$ cat config.mk
export PLATFORM = sky130hd
export DESIGN_NAME = gamepad_hid_report_packer_flat
export DESIGN_NICKNAME = d
export VERILOG_FILES = /design/src/rtl/ghrp_pkg.sv /design/src/rtl/ghrp_if.sv /design/src/rtl/ghrp_build.sv /design/src/rtl/gamepad_hid_report_packer.sv /design/src/flat_wrapper.sv
export SDC_FILE = /design/constraint.sdc
export NUM_CORES = 1
export LEC_CHECK = 0
export ABC_AREA = 1
export BUFFER_PORTS_ARGS = -buffer_cell sky130_fd_sc_hd__buf_2
export CORE_UTILIZATION = 40
export CTS_CLUSTER_DIAMETER = 40
export CTS_CLUSTER_SIZE = 28
export DETAILED_ROUTE_END_ITERATION = 8
export GPL_TIMING_DRIVEN = 0
export MAX_ROUTING_LAYER = met4
export SLEW_MARGIN = 25
export SYNTH_ARGS = -nofsm -noshare
export SYNTH_HDL_FRONTEND = slang
export SYNTH_SLANG_ARGS = --single-unit
export TNS_END_PERCENT = 10
$ cat constraint.sdc
create_clock -name clk_i -period 3.45 [get_ports clk_i]
set_input_delay 0.5175 -clock clk_i [delete_from_list [all_inputs] [get_ports clk_i]]
set_output_delay 0.5175 -clock clk_i [all_outputs]
set_load 0.02 [all_outputs]
$ cat src/rtl/ghrp_pkg.sv
// Types and constants shared by the gamepad report packer files.
`default_nettype none
package ghrp_pkg;

  // One gamepad sample.
  typedef struct packed {
    logic signed [7:0] axis_x;
    logic signed [7:0] axis_y;
    logic signed [7:0] axis_z;
    logic signed [7:0] axis_rz;
    logic signed [7:0] trigger_left;
    logic signed [7:0] trigger_right;
    logic [7:0]        hat_code;
    logic [9:0]        button_bits;
    logic              touch_active;
    logic [15:0]       touch_x;
    logic [15:0]       touch_y;
    logic              touch_click;
  } sample_t;

  // One report byte.
  typedef struct packed {
    logic [5:0] byte_index;
    logic [7:0] report_byte;
    logic       last_byte;
  } out_t;

  // Report bytes that depend on the sample or the state; all others are constant.
  typedef struct packed {
    logic [7:0]  stick_x;
    logic [7:0]  stick_y;
    logic [7:0]  stick_z;
    logic [7:0]  stick_rz;
    logic [7:0]  hat_btn;
    logic [7:0]  btn_mid;
    logic [7:0]  frame_btn;
    logic [7:0]  trig_l;
    logic [7:0]  trig_r;
    logic [15:0] rtime;
    logic [7:0]  ttime;
    logic [7:0]  pt_id;
    logic [7:0]  pt_b1;
    logic [7:0]  pt_b2;
    logic [7:0]  pt_b3;
  } rep_t;

  // Running state carried from report to report.
  typedef struct packed {
    logic [5:0]  frame;
    logic [15:0] rtime;
    logic [7:0]  ttime;
    logic [6:0]  cid;
    logic        was_touching;
  } state_t;

  localparam int unsigned ReportLen = 63;
  localparam logic [5:0]  LastIndex = 6'(ReportLen - 1);
  localparam logic [15:0] TimeStep  = 16'd188;
  localparam logic [7:0]  FillerByte = 8'h1b;
  localparam logic [7:0]  PointOff   = 8'h80;
  localparam int unsigned TouchBase = 32;

  // Byte positions within the report.
  localparam logic [5:0] IdxStickX   = 6'd0;
  localparam logic [5:0] IdxStickY   = 6'd1;
  localparam logic [5:0] IdxStickZ   = 6'd2;
  localparam logic [5:0] IdxStickRz  = 6'd3;
  localparam logic [5:0] IdxHatBtn   = 6'd4;
  localparam logic [5:0] IdxBtnMid   = 6'd5;
  localparam logic [5:0] IdxFrameBtn = 6'd6;
  localparam logic [5:0] IdxTrigL    = 6'd7;
  localparam logic [5:0] IdxTrigR    = 6'd8;
  localparam logic [5:0] IdxTimeLo   = 6'd9;
  localparam logic [5:0] IdxTimeHi   = 6'd10;
  localparam logic [5:0] IdxFillA    = 6'd11;
  localparam logic [5:0] IdxFillB    = 6'd29;
  localparam logic [5:0] IdxPktCount = 6'(TouchBase);
  localparam logic [5:0] IdxTtime    = 6'(TouchBase + 1);
  localparam logic [5:0] IdxPtId     = 6'(TouchBase + 2);
  localparam logic [5:0] IdxPtB1     = 6'(TouchBase + 3);
  localparam logic [5:0] IdxPtB2     = 6'(TouchBase + 4);
  localparam logic [5:0] IdxPtB3     = 6'(TouchBase + 5);
  localparam logic [5:0] IdxPt2Id    = 6'(TouchBase + 6);

  // Hat code to report nibble; codes outside the table read as centered.
  function automatic logic [3:0] hat_nibble(input logic [7:0] code);
    logic [3:0] n;
    case (code)
      8'd1:    n = 4'd0;
      8'd2:    n = 4'd1;
      8'd3:    n = 4'd2;
      8'd4:    n = 4'd3;
      8'd5:    n = 4'd4;
      8'd6:    n = 4'd5;
      8'd7:    n = 4'd6;
      8'd8:    n = 4'd7;
      default: n = 4'd8;
    endcase
    return n;
  endfunction

endpackage
`default_nettype wire

$ cat src/rtl/ghrp_if.sv
// Valid/ready channel interfaces for samples and report bytes.
`default_nettype none
interface ghrp_sample_if;
  logic              valid;
  logic              ready;
  ghrp_pkg::sample_t payload;
  modport source (output valid, output payload, input ready);
  modport sink (input valid, input payload, output ready);
endinterface

interface ghrp_byte_if;
  logic           valid;
  logic           ready;
  ghrp_pkg::out_t payload;
  modport source (output valid, output payload, input ready);
  modport sink (input valid, input payload, output ready);
endinterface
`default_nettype wire

$ cat src/rtl/ghrp_build.sv
// Combinational builder of the variable report bytes and the next running state.
`default_nettype none
module ghrp_build #(
  parameter int unsigned PAD_WIDTH  = 1920,
  parameter int unsigned PAD_HEIGHT = 943
) (
  input  ghrp_pkg::sample_t smp_i,
  input  ghrp_pkg::state_t  st_i,
  output ghrp_pkg::rep_t    rep_o,
  output ghrp_pkg::state_t  st_o
);

  localparam logic [15:0] PadW    = 16'(PAD_WIDTH);
  localparam logic [15:0] PadH    = 16'(PAD_HEIGHT);
  localparam logic [15:0] PadWMax = 16'(PAD_WIDTH - 1);
  localparam logic [15:0] PadHMax = 16'(PAD_HEIGHT - 1);

  logic [15:0] tx;
  logic [15:0] ty;
  logic [6:0]  cid;
  logic        press;

  function automatic logic [7:0] trig(input logic signed [7:0] v);
    logic [7:0] r;
    if (v > 8'sd0) begin
      r = {1'b1, v[6:0]};
    end else begin
      r = 8'h00;
    end
    return r;
  endfunction

  always_comb begin
    tx  = (smp_i.touch_x >= PadW) ? PadWMax : smp_i.touch_x;
    ty  = (smp_i.touch_y >= PadH) ? PadHMax : smp_i.touch_y;
    // A new contact starts when a finger lands after a report without one.
    cid = (smp_i.touch_active && !st_i.was_touching) ? 7'(st_i.cid + 7'd1) : st_i.cid;
    press = smp_i.button_bits[9] | smp_i.touch_click;

    st_o.frame        = 6'(st_i.frame + 6'd1);
    st_o.rtime        = 16'(st_i.rtime + ghrp_pkg::TimeStep);
    st_o.ttime        = 8'(st_i.ttime + 8'd1);
    st_o.cid          = cid;
    st_o.was_touching = smp_i.touch_active;

    rep_o.stick_x   = smp_i.axis_x ^ 8'h80;
    rep_o.stick_y   = smp_i.axis_y ^ 8'h80;
    rep_o.stick_z   = smp_i.axis_z ^ 8'h80;
    rep_o.stick_rz  = smp_i.axis_rz ^ 8'h80;
    rep_o.hat_btn   = {1'b0, smp_i.button_bits[1:0], 1'b0,
                       ghrp_pkg::hat_nibble(smp_i.hat_code)};
    rep_o.btn_mid   = {2'b00, smp_i.button_bits[7:2]};
    rep_o.frame_btn = {st_i.frame, press, smp_i.button_bits[8]};
    rep_o.trig_l    = trig(smp_i.trigger_left);
    rep_o.trig_r    = trig(smp_i.trigger_right);
    rep_o.rtime     = st_o.rtime;
    rep_o.ttime     = st_i.ttime;
    if (smp_i.touch_active) begin
      rep_o.pt_id = {1'b0, cid};
      rep_o.pt_b1 = tx[7:0];
      rep_o.pt_b2 = {ty[3:0], tx[11:8]};
      rep_o.pt_b3 = ty[11:4];
    end else begin
      rep_o.pt_id = ghrp_pkg::PointOff | {1'b0, cid};
      rep_o.pt_b1 = 8'h00;
      rep_o.pt_b2 = 8'h00;
      rep_o.pt_b3 = 8'h00;
    end
  end

endmodule
`default_nettype wire

$ cat src/rtl/gamepad_hid_report_packer.sv
// Top level of the gamepad input report packer: sample register, report register, byte sender.
`default_nettype none
// Each accepted sample becomes one 63-byte controller input report, sent as 63 output
// transactions carrying the byte position, the byte value and a last flag on byte 62.
// A sample is held in an input register; once the report register is free, the report
// bytes that depend on it are built by short logic and captured in that register, and the
// running counters (frame counter, 16-bit timestamp advancing by 188, touch timestamp,
// contact id) advance at that moment. The sender then presents one byte per cycle from
// the report register while the sink is ready, so that byte output port sets the sustained
// sample rate. A second sample is taken into the input register while a report is
// still being sent, and its report starts in the cycle right after the last byte of
// the previous one is taken. Touch coordinates are clamped to PAD_WIDTH - 1 and
// PAD_HEIGHT - 1 (each from 1 to 4096). There is no configuration and no clearing pass.
module gamepad_hid_report_packer #(
  parameter int unsigned PAD_WIDTH  = 1920,
  parameter int unsigned PAD_HEIGHT = 943
) (
  input wire logic         clk_i,
  input wire logic         rst_ni,
  ghrp_sample_if.sink      sample_i,
  ghrp_byte_if.source      byte_o
);

  ghrp_pkg::sample_t sample_q;
  logic              sample_valid_q;
  logic              sample_valid_d;
  ghrp_pkg::rep_t    rep_q;
  ghrp_pkg::rep_t    rep_d;
  logic              rep_valid_q;
  logic              rep_valid_d;
  logic [5:0]        idx_q;
  logic [5:0]        idx_d;
  ghrp_pkg::state_t  st_q;
  ghrp_pkg::state_t  st_d;

  logic in_fire;
  logic out_fire;
  logic at_last;
  logic rep_free;
  logic load_rep;
  logic [7:0] byte_val;

  ghrp_build #(
    .PAD_WIDTH  (PAD_WIDTH),
    .PAD_HEIGHT (PAD_HEIGHT)
  ) u_build (
    .smp_i (sample_q),
    .st_i  (st_q),
    .rep_o (rep_d),
    .st_o  (st_d)
  );

  // The report register frees up when it is empty or its last byte leaves now.
  assign at_last  = (idx_q == ghrp_pkg::LastIndex);
  assign out_fire = byte_o.valid & byte_o.ready;
  assign rep_free = ~rep_valid_q | (out_fire & at_last);
  assign load_rep = sample_valid_q & rep_free;

  assign sample_i.ready = ~sample_valid_q | rep_free;
  assign in_fire        = sample_i.valid & sample_i.ready;

  always_comb begin
    sample_valid_d = sample_valid_q;
    if (in_fire) begin
      sample_valid_d = 1'b1;
    end else if (load_rep) begin
      sample_valid_d = 1'b0;
    end

    rep_valid_d = rep_valid_q;
    idx_d       = idx_q;
    if (load_rep) begin
      rep_valid_d = 1'b1;
      idx_d       = '0;
    end else if (out_fire) begin
      if (at_last) begin
        rep_valid_d = 1'b0;
      end else begin
        idx_d = 6'(idx_q + 6'd1);
      end
    end
  end

  always_ff @(posedge clk_i or negedge rst_ni) begin
    if (!rst_ni) begin
      sample_valid_q <= 1'b0;
      rep_valid_q    <= 1'b0;
      idx_q          <= '0;
      st_q           <= '0;
    end else begin
      sample_valid_q <= sample_valid_d;
      rep_valid_q    <= rep_valid_d;
      idx_q          <= idx_d;
      if (load_rep) begin
        st_q <= st_d;
      end
    end
  end

  always_ff @(posedge clk_i) begin
    if (in_fire) begin
      sample_q <= sample_i.payload;
    end
    if (load_rep) begin
      rep_q <= rep_d;
    end
  end

  // Byte selection by position; positions not listed are zero.
  always_comb begin
    case (idx_q)
      ghrp_pkg::IdxStickX:   byte_val = rep_q.stick_x;
      ghrp_pkg::IdxStickY:   byte_val = rep_q.stick_y;
      ghrp_pkg::IdxStickZ:   byte_val = rep_q.stick_z;
      ghrp_pkg::IdxStickRz:  byte_val = rep_q.stick_rz;
      ghrp_pkg::IdxHatBtn:   byte_val = rep_q.hat_btn;
      ghrp_pkg::IdxBtnMid:   byte_val = rep_q.btn_mid;
      ghrp_pkg::IdxFrameBtn: byte_val = rep_q.frame_btn;
      ghrp_pkg::IdxTrigL:    byte_val = rep_q.trig_l;
      ghrp_pkg::IdxTrigR:    byte_val = rep_q.trig_r;
      ghrp_pkg::IdxTimeLo:   byte_val = rep_q.rtime[7:0];
      ghrp_pkg::IdxTimeHi:   byte_val = rep_q.rtime[15:8];
      ghrp_pkg::IdxFillA:    byte_val = ghrp_pkg::FillerByte;
      ghrp_pkg::IdxFillB:    byte_val = ghrp_pkg::FillerByte;
      ghrp_pkg::IdxPktCount: byte_val = 8'd1;
      ghrp_pkg::IdxTtime:    byte_val = rep_q.ttime;
      ghrp_pkg::IdxPtId:     byte_val = rep_q.pt_id;
      ghrp_pkg::IdxPtB1:     byte_val = rep_q.pt_b1;
      ghrp_pkg::IdxPtB2:     byte_val = rep_q.pt_b2;
      ghrp_pkg::IdxPtB3:     byte_val = rep_q.pt_b3;
      ghrp_pkg::IdxPt2Id:    byte_val = ghrp_pkg::PointOff | 8'd1;
      default:               byte_val = 8'h00;
    endcase
  end

  assign byte_o.valid               = rep_valid_q;
  assign byte_o.payload.byte_index  = idx_q;
  assign byte_o.payload.report_byte = byte_val;
  assign byte_o.payload.last_byte   = at_last;

  // The byte position never runs past the final byte.
  a_idx_range: assert property (@(posedge clk_i) disable iff (!rst_ni)
    rep_valid_q |-> (idx_q <= ghrp_pkg::LastIndex))
    else $error("byte position beyond report end");

  // A taken byte that is not the last one is followed by the next position.
  a_idx_step: assert property (@(posedge clk_i) disable iff (!rst_ni)
    (out_fire && !at_last) |=> (rep_valid_q && idx_q == $past(idx_q) + 6'd1))
    else $error("report byte skipped or repeated");

  // A new report always starts at byte zero.
  a_load_start: assert property (@(posedge clk_i) disable iff (!rst_ni)
    load_rep |=> (rep_valid_q && idx_q == '0))
    else $error("report did not start at byte zero");

  // With no sample waiting, the sender goes idle after the last byte.
  a_drain: assert property (@(posedge clk_i) disable iff (!rst_ni)
    (out_fire && at_last && !sample_valid_q) |=> !rep_valid_q)
    else $error("report sent without a sample");

endmodule
`default_nettype wire
$ cat src/flat_wrapper.sv
// flat-port wrapper written by rule: the top's interface ports become plain ports
module gamepad_hid_report_packer_flat 
#(
  parameter int unsigned PAD_WIDTH  = 1920,
  parameter int unsigned PAD_HEIGHT = 943
)
  (clk_i, rst_ni, sample_i_valid, sample_i_payload, sample_i_ready, byte_o_valid, byte_o_payload, byte_o_ready);
  ghrp_sample_if sample_i_i ();
  ghrp_byte_if byte_o_i ();
  input wire logic clk_i;
  input wire logic rst_ni;
  input wire logic [$bits(sample_i_i.valid)-1:0] sample_i_valid;
  input wire logic [$bits(sample_i_i.payload)-1:0] sample_i_payload;
  output wire logic [$bits(sample_i_i.ready)-1:0] sample_i_ready;
  output wire logic [$bits(byte_o_i.valid)-1:0] byte_o_valid;
  output wire logic [$bits(byte_o_i.payload)-1:0] byte_o_payload;
  input wire logic [$bits(byte_o_i.ready)-1:0] byte_o_ready;
  assign sample_i_i.valid = sample_i_valid;
  assign sample_i_i.payload = sample_i_payload;
  assign sample_i_ready = sample_i_i.ready;
  assign byte_o_valid = byte_o_i.valid;
  assign byte_o_payload = byte_o_i.payload;
  assign byte_o_i.ready = byte_o_ready;
  gamepad_hid_report_packer #(.PAD_WIDTH(PAD_WIDTH), .PAD_HEIGHT(PAD_HEIGHT)) u_core (.clk_i(clk_i), .rst_ni(rst_ni), .sample_i(sample_i_i), .byte_o(byte_o_i));
endmodule
==> results of run 1 <==
## flip-flops by register name (all words and copies together), names as in the netlist
name / flops
u_core.byte_o.valid: 1
u_core.rep_q: 122
u_core.sample_valid_q: 1
u_core.st_q: 36
u_core.idx_q: 6
u_core.sample_q: 100
## worst reg2reg max path, stage by stage (launching register included)
cell                      delay, ps
sky130_fd_sc_hd__dfrtp_1        430
sky130_fd_sc_hd__inv_1          140
sky130_fd_sc_hd__ha_1           330
sky130_fd_sc_hd__nand4_4        170
sky130_fd_sc_hd__a21oi_4        460
sky130_fd_sc_hd__buf_8          660
## timing repair
item	in CTS	in global routing
gates resized for setup	3	6
endpoints found under the hold margin	0	0
pin swaps	0	0
endpoints found under the setup margin	8	8
## synth_stat cells (2+ instances only)
master,count
sky130_fd_sc_hd__nand2_1,236
sky130_fd_sc_hd__edfxtp_1,222
sky130_fd_sc_hd__inv_1,94
sky130_fd_sc_hd__nor2_1,66
sky130_fd_sc_hd__nand4_1,60
sky130_fd_sc_hd__nand3_1,53
sky130_fd_sc_hd__dfrtp_1,44
sky130_fd_sc_hd__o21ai_0,39
sky130_fd_sc_hd__nor3_1,21
sky130_fd_sc_hd__xor2_1,17
sky130_fd_sc_hd__ha_1,12
sky130_fd_sc_hd__a21oi_1,11
sky130_fd_sc_hd__buf_2,10
sky130_fd_sc_hd__clkbuf_1,9
sky130_fd_sc_hd__and2_1,4
sky130_fd_sc_hd__buf_6,4
sky130_fd_sc_hd__xnor2_1,4
sky130_fd_sc_hd__inv_2,3
sky130_fd_sc_hd__nand3b_1,3
sky130_fd_sc_hd__nor4_1,3
sky130_fd_sc_hd__buf_1,2
sky130_fd_sc_hd__nor2_2,2
sky130_fd_sc_hd__nor2_4,2
sky130_fd_sc_hd__nor3b_1,2
sky130_fd_sc_hd__or2_2,2
## cells by family (layout without fill, tap and decap cells)
kind of cell,count (synthesis),after routing,synth area share (%)
other cells,1,3,0.0343
compound gates,53,53,2.54
xor+xnor,21,21,1.68
fa+ha+maj,12,12,1.37
simple gates,455,455,18.6
buf+inv,123,307,4.65
flops,266,266,71.1
## final cells by class
class,instances,area (µm²)
clock inverters,24,253
fillers,2386,13700
clock buffers,38,887
repair buffers,123,671
flip-flops and latches,266,7770
plain buffers,25,145
well taps,341,427
multi-input cells,544,2690
inverters,97,368
## cells in the final DEF (no fill, tap or decap), types with 6 or more instances in the layout
master and count:
sky130_fd_sc_hd__nand2_1 236, sky130_fd_sc_hd__edfxtp_1 222, sky130_fd_sc_hd__buf_2 129, sky130_fd_sc_hd__inv_1 93, sky130_fd_sc_hd__nor2_1 61, sky130_fd_sc_hd__nand4_1 60
sky130_fd_sc_hd__nand3_1 53, sky130_fd_sc_hd__dfrtp_1 44, sky130_fd_sc_hd__o21ai_0 39, sky130_fd_sc_hd__clkbuf_16 35, sky130_fd_sc_hd__nor3_1 21, sky130_fd_sc_hd__xor2_1 17
sky130_fd_sc_hd__a21oi_1 11, sky130_fd_sc_hd__ha_1 11, sky130_fd_sc_hd__clkbuf_1 10, sky130_fd_sc_hd__inv_6 8, sky130_fd_sc_hd__clkinvlp_4 6, sky130_fd_sc_hd__nor2_2 6
## where the power goes
part           leakage, nW  switching (W)  internal, W
Clock                0.544        0.00144      0.00207
Combinational         2.16        0.00112     0.000430
Sequential            2.59      0.0000933      0.00368
Total                 5.30        0.00265      0.00618
## metrics by stage
step,instances,total power (W)
4_1_cts,1458,0.00890
3_5_place_dp,1397,0.00535
3_3_place_gp,1394,0.00532
6_report,1458,0.00884
5_1_grt,1458,0.00921
2_1_floorplan,933,0.00474
## routing by layer
layer | part of all wire [%] | vias up
li1 | - | 3537
met1 | 47 | 3480
met2 | 44 | 262
met3 | 6.3 | 52
met4 | 3.1 | 0
met5 | 0 | -
## path summary, 6_finish.rpt
path,start,end
setup / recovery,u_core.idx_q[1],byte_o_payload[1]
hold / removal,rst_ni,u_core.st_q[34]
setup reg to reg,u_core.idx_q[0],u_core.rep_q[112]
hold reg to reg,u_core.sample_q[70],u_core.rep_q[98]
max in group asynchronous,rst_ni,u_core.idx_q[4]
min in group clk_i,sample_i_payload[52],u_core.sample_q[52]
==> results by stage, run 1 <==
Outcome:
- The flow ran to the end, and the final reports show no timing, DRC or antenna violations.

GRT:
- The via count of the first global-routing pass came to 7,052.
- The met2 demand-to-capacity share in global routing is between 20% and 30%.
- The total overflow left after global routing is 0.
- Global routing consumed, on the met1 layer, 26.7% of the routing resources.
- The routing layer with the top usage in global route is met2.
- The wire length of the first global-routing pass is 39,200 µm.
- The number of antenna violations at the first check in global routing came to 0.
- For met3 alone, demand over resource in global routing was around 3.6%.
- Entering global routing, the biggest net connects 132 pins.
- The all-layer global routing usage is a little under a fifth.

Logic synthesis:
- The synthesized flop and latch total is approximately 270.
- The Yosys step of the flow raised 0 warnings.
- The dominant synthesized flop cell is sky130_fd_sc_hd__edfxtp_1.
- Of all flip-flops after synthesis, the portion carrying an async set or reset was between 15 and 20%.
- The sequential-to-total area share from yosys stat is 71.1%.
- A synthesized cell averages between 10 and 15 µm².
- The number of different library cells in the post-synthesis netlist is 31.
- The cell taking the most area after synthesis is sky130_fd_sc_hd__edfxtp_1.
- Yosys mapped a number of flops with a built-in enable equal to about 220.
- Ranked by total cell area, the synthesized netlist is headed by sky130_fd_sc_hd__edfxtp_1 (61%), sky130_fd_sc_hd__dfrtp_1 (10%), sky130_fd_sc_hd__nand2_1 (8.1%).
- The synthesized netlist occupies a cell area of about 0.011 mm².
- Synthesis handed over a netlist of 931 instances.
- After synthesis, the largest area contributor takes up between 60% and 70% of total cell area.

Cells and area:
- The final core area utilization is between 40% and 50%.
- The post-layout instance area is ~0.013 mm².
- The total number of nets in the final design is around 1,200.
- The share of layout cells above drive strength 1 is about a fifth.
- The area growth from synthesis to layout is 20.9%.
- The number of antenna diodes in the final layout is 0.

Floorplanning:
- The floorplan step defined a core boundary enclosing 0.0269 mm².
- In this run the core area contains 60 standard-cell rows.
- The initial core utilization is about two fifths.
- The number of top-level pins is around 120.
- The die covers ~0.028 mm².
- The floorplan die height is roughly 170 µm.
- The die span in x is ~170 µm.

CTS:
- Counting every sink on the clock net gives 266.
- The H-tree was split into 2 levels.
- Clock tree synthesis inserted a total of 34 buffers.
- The buffer cell driving the clock tree root is sky130_fd_sc_hd__clkbuf_16.
- Clock latency on the worst-skew pair, taken at its later pin, is between 500 and 600 ps.
- TritonCTS built the clock tree.
- The maximum clock insertion buffer count is 3.
- The clock-pin transition on the worst setup and hold timing paths is approximately 60 ps.
- After clock tree synthesis, the flow added hold-fix buffers numbering 0.
- The number of setup buffers added after CTS is 0.

Worst setup path:
- The biggest fanout along the worst timing path is 10.
- The category of the critical setup timing path is flip-flop to output pin.
- The number of cells on the worst reg-to-reg path is 5.
- The required time of the worst setup path is roughly 2900 ps.
- STA classifies the critical path startpoint as a flip-flop.
- Grouping stages by cell kind, the critical path spends the most delay in simple AND/OR/NAND/NOR gates.
- The nature of the critical path endpoint is an output pin.
- The largest single stage delay on the critical path is between 400 and 500 ps.
- The number of logic stages on the critical path including buffering is 10.
- The critical path goes through inv_1, ha_1, buf_2, nand3_1, nor2_2, nand2_1, nand4_1, nor2_1, nand2_1, buf_2.
- The cell type of the slowest stage on the worst timing path is sky130_fd_sc_hd__dfrtp_1.
- Data on the critical path arrives at its endpoint at ~2800 ps.
- The count of buffering cells on the critical path with inverters included is 3.
- The setup check on the worst reg-to-reg path leaves a slack of 650 ps.

STA:
- Derived from the worst setup path, the maximum achievable clock frequency is a little over 300 MHz.
- The aggregate negative setup slack is 0 ps.
- The final critical-path required period is 3310 ps.
- Setup violations remaining at the end of the flow were counted as 0.
- The clock skew after layout is roughly 14 ps.
- Of the available clock period, the critical path in the final layout requires between 90% and 100%.
- The hold violation count in the final report is 0.
- Setup repair after global routing could not meet its margin everywhere.
- Measured against its own limit, the worst slew margin works out to between 30 and 40%.
- The final hold slack is 26.1 ps.
- The worst setup slack after layout is roughly 140 ps.
- The pin slew with the least headroom to its limit is 1050 ps.
- The final count of pins violating max slew is 0.

Run:
- The number of maximum-capacitance constraint violations is 0.

Drt:
- The first-iteration detailed-routing DRC count is ~700.
- The residual DRC count is 0.
- The total detailed-routing wirelength is roughly 25,000 µm.
- The number of detailed-routing iterations run before antenna repair is 5.
- The number of nets still failing antenna checks after routing is 0.
- Across all layers, the routed design uses roughly 7,300 vias.
- In the routed layout, each cell is associated on average with a via count of roughly 5.
- The routed length per instance is between 15 and 20 µm.

Placement:
- Summing all placed instances gives a cell area of 0.0120 mm².
- The count of input and output buffers is between 100 and 150.
- The total half-perimeter wirelength after legalization and detailed placement is approximately 18,000 µm.
- The placement-stage worst setup slack is 139 ps.
- Routability-driven placement finished with a final weighted congestion of about 0.9.

Power and ir drop:
- In this run the static leakage power is around 5.3 nW.
- The worst-case IR drop observed on VDD is around 0.00038 V.
- In this run the power density over the cells is 669 mW/mm².

Worst hold path:
- The type of the worst min-delay path is input port to async pin.
(Power assumes the default switching activity.)
==> run 2, diff against run 1 <==
--- a/config.mk
+++ b/config.mk
@@ -6,11 +6,11 @@
 export NUM_CORES = 1
 export LEC_CHECK = 0
 export ABC_AREA = 1
-export BUFFER_PORTS_ARGS = -buffer_cell sky130_fd_sc_hd__buf_2
 export CORE_UTILIZATION = 40
 export CTS_CLUSTER_DIAMETER = 40
 export CTS_CLUSTER_SIZE = 28
 export DETAILED_ROUTE_END_ITERATION = 8
+export DONT_BUFFER_PORTS = 1
 export GPL_TIMING_DRIVEN = 0
 export MAX_ROUTING_LAYER = met4
 export SLEW_MARGIN = 25
==> run 2 against run 1 <==
  * First-iteration DRC count decreased by 9.8%
  * Critical path type unchanged
  * Critical endpoint is now byte_o_payload[8]
  * Combinational power decreased by 13%
  * Setup slack got worse by 28 ps
  * Final cell count decreased by 7.9%
==> results by stage, run 2 (synthesis results as in run 1) <==
Outcome:
- The flow ran to the end, and the final reports show no timing, DRC or antenna violations.

Cells and area:
- From synthesis to final layout, the design area changed by 16.3%.
- The largest registers in the layout are u_core.rep_q (122), u_core.sample_q (100), u_core.st_q (36).
- The register ranked first by flip-flop count is u_core.rep_q.
- The library cell used most frequently in the layout, excluding fill and tap cells, is sky130_fd_sc_hd__nand2_1.
- 0 antenna diodes ended up in the layout.
- The flip-flop count of the largest register, all copies and words added is 122.
- Leaving out fill and tap cells, the most frequent cells in the layout are sky130_fd_sc_hd__nand2_1 (236), sky130_fd_sc_hd__edfxtp_1 (222), sky130_fd_sc_hd__inv_1 (92).
- The final layout contains between 1,000 and 1,500 nets.
- In the final layout, the share of cells above drive strength 1 is between 10% and 20%.

Power and ir drop:
- VDD sags by at most 0.000504 V.
- The analysis attributes to cell leakage a power of between 4 and 5 nW.
- Dividing total power by cell area gives a power density of approximately 700 mW/mm².

STA:
- The post-route fraction of the period consumed by the critical path is a little under 100%.
- After routing, the total negative slack on setup checks comes to 0 ps.
- The final count of pins violating max slew is 0.
- Setup violations remaining at the end of the flow were counted as 0.
- Counting I/O delays and the setup requirement, the final critical path takes approximately 3300 ps.
- Based on the critical path, the design can be clocked at up to 299 MHz.
- The pin slew with the least headroom to its limit is about 1100 ps.
- Headroom to the max-slew limit came out at between 20 and 30%.
- The clock skew after layout is between 10 and 15 ps.
- The hold violation count in the final report is 0.
- Setup slack closes at 108 ps.

Drt:
- The total detailed-routing wirelength is ~25,000 µm.
- Signal routing reaches up to met4.
- For this run, the detailed router's first-pass iteration total came to 5.
- The routed design uses roughly 1600 µm of met3 wire.
- The final route contains between 6,000 and 7,000 vias.
- The met2 wire length is between 10,000 and 15,000 µm.
- After detailed routing, the number of remaining DRC violations is 0.
- The routed length per instance is between 15 and 20 µm.
- The first-iteration detailed-routing DRC count is roughly 630.
- The number of nets still failing antenna checks after routing is 0.
- The routed length on met1 is roughly 12,000 µm.
- The ratio of routed vias to standard cells is about 5.2.

Placement:
- The count of input and output buffers is 0.
- The placement-stage worst setup slack is 216 ps.
- The total half-perimeter wirelength after legalization and detailed placement is between 15,000 and 20,000 µm.
- Routability-driven placement finished with a final weighted congestion of 0.945.

Worst setup path:
- Counting both buffers and inverters, the worst setup path holds a total of 1.
- Data on the critical path is required at its endpoint by between 2000 and 3000 ps.
- The type of element launching the critical path is a flip-flop.
- The cell type of the slowest stage on the worst timing path is sky130_fd_sc_hd__dfrtp_1.
- The arrival time reported for the critical path endpoint is 2820 ps.
- In this design, the stage delay of the slowest critical-path cell is between 500 and 600 ps.
- The signal on the critical path passes through ha_1, clkbuf_1, nand2_1, nor2_1, nand2_1, nand4_1, nor2_1, nand2_1.
- The cell family contributing the most delay on the critical path is simple AND/OR/NAND/NOR gates.
- The worst setup path is of the flip-flop to output pin kind.
- STA classifies the critical path endpoint as an output pin.
- The biggest fanout along the worst timing path is 8.
- By instance count, the cell type seen most on the critical path is sky130_fd_sc_hd__nand2_1.

Floorplanning:
- The number of placement rows is 60.
- The floorplan die height is around 170 µm.
- The floorplan step defined a die boundary enclosing roughly 0.028 mm².
- roughly 120 I/O pins were placed.
- After floorplanning, the core was sized to cover between 0.02 and 0.03 mm².
- The die span in x is ~170 µm.
- The initial core utilization is about two fifths.

Run:
- The tool flagged a number of max-cap violations equal to 0.

GRT:
- The first global-routing pass estimated 37,900 µm of wire.
- The number of antenna violations at the first check in global routing is 0.
- Entering global routing, the biggest net connects 132 pins.
- The all-layer global routing usage is 18.6%.
- The global-route congestion overflow total is 0.
- The via count of the first global-routing pass came to 6,605.

CTS:
- The sink count of the clock tree is between 200 and 300.
- The source-to-sink clock delay at the later pin of the worst-skew pair is 510 ps.
- In this run the deepest clock path goes through 3 buffers.
- The clock tree from TritonCTS is yes.
- The cell sitting at the root of the clock tree is a sky130_fd_sc_hd__clkbuf_16.
- The H-tree generated during clock tree synthesis spans 2 levels.
- Buffers added to address setup during post-CTS repair amount to 0.
- The total CTS buffers is 37.
- After clock tree synthesis, the clock-pin slew on the worst setup and hold paths is about 60 ps.

Worst hold path:
- The type of the worst min-delay path is input port to flip-flop.
run 2: cell count changes in the layout (fill, tap and decap cells not counted), moves of 2 or more:
cell and change:
sky130_fd_sc_hd__buf_2 -119, sky130_fd_sc_hd__clkbuf_16 +2, sky130_fd_sc_hd__clkbuf_8 +2, sky130_fd_sc_hd__clkinv_2 +2
sky130_fd_sc_hd__clkinv_4 +3, sky130_fd_sc_hd__inv_6 -3
run 2: path summary, 6_finish.rpt:
| path | to | slack [ps] | cells after the start | start |
|---|---|---|---|---|
| worst max-delay path | byte_o_payload[8] | 110 | 8 | u_core.idx_q[0] |
| worst min-delay path | u_core.sample_q[22] | 100 | 0 | sample_i_payload[22] |
| worst max register to register | u_core.rep_q[72] | 520 | 5 | u_core.idx_q[0] |
| worst min register to register | u_core.rep_q[83] | 420 | 0 | u_core.sample_q[39] |
| max in group asynchronous | u_core.st_q[9] | 2690 | 2 | rst_ni |
| min in group asynchronous | u_core.st_q[7] | 520 | 2 | rst_ni |
run 2: cell type report:
type                    instances  area, µm²
plain buffers                  25        145
clock buffers                  42        965
clock inverters                23        245
fillers                      2453      14200
inverters                      97        368
multi-input cells             544       2690
flip-flops and latches        266       7770
well taps                     341        427
repair buffers                  5       97.6
run 2: what timing repair did:
action                                  CTS  global route
endpoints found under the setup margin    8             8
cloned                                    0             0
resized for setup                         3             7
hold endpoints to repair                 44             0
hold buffers                              2             0
run 2: routing by layer:
layer / track usage [%] / vias up
met5: - / -
met4: 5.27 / 0
met3: 3.57 / 45
met2: 27.6 / 257
met1: 26.1 / 3360
li1: - / 3301
run 2: power by group:
part	internal (W)	switching, W	total [W]
sequential	0.00368	0.000135	0.00382
combinational	0.000312	0.00104	0.00135
clock	0.00227	0.00143	0.00370
total	0.00626	0.00260	0.00886
run 2: metrics by stage:
| stage | power [W] | cells | instance area [µm²] | utilization (%) | hold WS, ps |
|---|---|---|---|---|---|
| floorplan | 0.00474 | 933 | 10900 | - | 222 |
| global route | 0.00918 | 1343 | 12700 | 47.3 | 79.1 |
| detailed placement | 0.00517 | 1277 | 11400 | 42.5 | 226 |
| global placement | 0.00515 | 1274 | 11400 | 42.3 | 226 |
| finish | 0.00886 | 1343 | 12700 | 47.3 | 98.0 |
| CTS | 0.00890 | 1343 | 12700 | 47.2 | 85.1 |
==> run 3, diff against run 2 <==
--- a/config.mk
+++ b/config.mk
@@ -6,13 +6,14 @@
 export NUM_CORES = 1
 export LEC_CHECK = 0
 export ABC_AREA = 1
-export CORE_UTILIZATION = 40
+export CAP_MARGIN = 30
+export CORE_UTILIZATION = 57
 export CTS_CLUSTER_DIAMETER = 40
 export CTS_CLUSTER_SIZE = 28
 export DETAILED_ROUTE_END_ITERATION = 8
 export DONT_BUFFER_PORTS = 1
 export GPL_TIMING_DRIVEN = 0
-export MAX_ROUTING_LAYER = met4
+export PLACE_DENSITY = 0.75
 export SLEW_MARGIN = 25
 export SYNTH_ARGS = -nofsm -noshare
 export SYNTH_HDL_FRONTEND = slang
==> run 3 against run 2 <==
  * Utilization increased by 19 points
  * Largest cell class unchanged
  * Hold slack got worse by 6.6 ps
  * Highest routed layer is now met5
  * Critical path depth unchanged
==> results by stage, run 3 (synthesis results as in run 1) <==
GRT:
- Entering global routing, the biggest net connects about 130 pins.
- The via count of the first global-routing pass was ~6,700.
- The global-route congestion overflow total is 0.
- The number of antenna violations at the first check in global routing was 1.
- The wire length of the first global-routing pass is 36,000 µm.
- Global routing used between 20% and 30% of the available tracks across all layers.

Worst setup path:
- Of all nets on the critical path, the largest fanout is 8.
- In this run the critical register-to-register path is launched from u_core.idx_q[0].
- The worst setup path is launched from a flip-flop.
- Together, buffers and inverters on the worst path number 1.
- The setup slack of the most critical reg-to-reg path is approximately 700 ps.
- The signal on the critical path passes through ha_1, clkbuf_1, nand2_1, nor2_2, nand2_1, nand4_1, nor2_1, nand2_1.
- The worst setup path is captured at an output pin.
- For this run, the slowest stage of the critical path takes between 500 and 600 ps.
- The number of cells on the worst reg-to-reg path is 5.
- The most numerous cell type found on the critical path is sky130_fd_sc_hd__nand2_1.
- The critical path is of the flip-flop to output pin type.
- At the worst endpoint, the required time is 2930 ps.
- The endpoint of the most critical register-to-register path is u_core.rep_q[98].
- Broken down by cell family, the worst path's largest delay share belongs to simple AND/OR/NAND/NOR gates.
- The slowest stage of the critical path is the sky130_fd_sc_hd__dfrtp_1 cell.
- The number of logic stages on the critical path including buffering is 8.
- The arrival time reported for the critical path endpoint is 2810 ps.

Floorplanning:
- In this run the count of I/O pins placed on the die edge is 121.
- Row generation in the floorplan step produced 50 rows.
- The floorplan core area is approximately 0.019 mm².
- The floorplan die height is between 100 and 150 µm.
- For this configuration, the core starts out at a cell density of 58.2%.
- The area enclosed by the die boundary is roughly 0.02 mm².
- The die span in x is between 100 and 150 µm.

Cells and area:
- The largest registers in the layout are u_core.rep_q (122), u_core.sample_q (100), u_core.st_q (36).
- The flip-flop count of the largest register, all copies and words added is around 120.
- The total number of nets in the final design is 1,090.
- The repair_antennas step left the layout with diodes totalling 0.
- Excluding fillers, the count of instances in the completed layout stands at roughly 1,200.
- The area overhead of the layout relative to synthesis is 14.4%.
- Of the cells placed in the final design, the portion with a size suffix greater than 1 is 10.1%.
- The layout has between 1,000 and 1,500 filler cells.
- The most common library cell in the layout ignoring fill and taps is sky130_fd_sc_hd__nand2_1.
- The post-layout instance area is between 0.01 and 0.015 mm².
- The register ranked first by flip-flop count is u_core.rep_q.
- The library cells used most frequently in the layout, excluding fill and tap cells, are sky130_fd_sc_hd__nand2_1 (236), sky130_fd_sc_hd__edfxtp_1 (222), sky130_fd_sc_hd__inv_1 (92).

CTS:
- The number of H-tree levels is 2.
- After clock tree synthesis, the clock-pin slew on the worst setup and hold paths is ~60 ps.
- TritonCTS created 35 clock buffers.
- After clock tree synthesis, the setup repair step added 0 buffers.
- The sink count of the clock tree is ~270.
- The source-to-sink clock delay at the later pin of the worst-skew pair is about 520 ps.
- TritonCTS built the clock tree.
- The maximum clock insertion buffer count is 3.
- CTS placed an instance of sky130_fd_sc_hd__clkbuf_16 at the clock tree root.

Power and ir drop:
- The overall power consumption is about 0.0086 W.
- For this design the static power due to leakage is around 4.8 nW.
- For this design the ratio of total power to cell area is slightly below 700 mW/mm².
- The worst IR drop on VDD is slightly below 0.0006 V.

Placement:
- At the end of routability-driven placement, the weighted congestion stood at about 0.91.
- The number of cells in the design after placement is between 1,000 and 1,500.
- Detailed placement ended at an HPWL of between 15,000 and 20,000 µm.
- The count of input and output buffers is 0.
- In this run the cell area measured after placement is around 0.011 mm².

STA:
- For the final routed database, the setup TNS stands at 0 ps.
- The post-route fraction of the period consumed by the critical path is a little over nine tenths.
- Measured against its own limit, the worst slew margin works out to about 36%.
- Setup repair after global routing left no endpoint under its margin.
- The pin slew with the least headroom to its limit is between 900 and 1000 ps.
- The fmax is about 300 MHz.
- The final critical-path required period is ~3300 ps.
- The number of failing setup endpoints in the final timing report is 0.
- The hold violation count in the final report is 0.
- The final count of pins violating max slew is 0.
- The clock skew after layout is approximately 18 ps.

Drt:
- The number of detailed-routing iterations run before antenna repair is 5.
- In the routed design, unresolved DRC markers number 0.
- The number of nets still failing antenna checks after routing is 0.
- Using the TritonRoute via totals, the vias-per-cell ratio works out to roughly 5.7.
- The routed layout has about 7,000 vias.
- After detailed routing, the average wire length per cell comes to between 15 and 20 µm.
- The total detailed-routing wirelength is around 24,000 µm.
- The detailed router finished its first iteration with 720 violations.

Outcome:
- The flow ran to the end, and the final reports show no timing, DRC or antenna violations.

Worst hold path:
- The worst hold path begins at sample_i_payload[13].
- The type of the worst min-delay path is input port to flip-flop.
- The path with the worst hold slack has its endpoint at u_core.sample_q[13].
- The worst hold path passes through 0 cells.

Run:
- The number of maximum-capacitance constraint violations is 0.
run 3: cell type report:
cell class,instances,area [µm²],area share [%]
repair buffers,5,97.6,0.781
clock inverters,26,226,1.81
flip-flops and latches,266,7770,62.2
plain buffers,25,145,1.16
clock buffers,38,908,7.27
multi-input cells,544,2680,21.4
well taps,234,293,2.34
inverters,97,372,2.98
run 3: routing by layer:
layer	vias up	GRT usage (%)	part of all wire, %
met5	-	0	0.055
met4	2	12.0	4.3
met3	71	5.81	8.4
met2	307	37.8	45
met1	3318	33.8	42
li1	3297	-	-
run 3: worst max path at each step:
stage                                from                   to  slack (ps)
final                     u_core.idx_q[1]    byte_o_payload[8]         120
after global routing      u_core.idx_q[1]    byte_o_payload[8]          30
after CTS                 u_core.idx_q[0]    byte_o_payload[4]          50
after detailed placement  u_core.idx_q[0]    byte_o_payload[4]         240
after global placement    u_core.idx_q[0]  u_core.sample_q[44]        -690
after floorplan           u_core.idx_q[0]   u_core.sample_q[0]         150
run 3: timing repair:
item                                    in CTS  in global routing
endpoints found under the hold margin       44                  0
gates cloned                                 0                  0
gates resized for setup                      4                  4
endpoints found under the setup margin       8                  8
hold buffers                                 2                  0
run 3: where the power goes:
| group | internal (W) | total (W) | switching [W] |
|---|---|---|---|
| sequential | 0.00368 | 0.00381 | 0.000130 |
| clock | 0.00199 | 0.00343 | 0.00145 |
| combinational | 0.000311 | 0.00135 | 0.00104 |
run 3: through the flow:
step	hold WS, ps	setup slack (ps)	util (%)
CTS	78.9	48.9	66.4
floorplan	222	146	-
finish	91.4	120	66.5
global route	77.3	32.8	66.5
global placement	225	-686	59.8
detailed placement	224	244	60.1
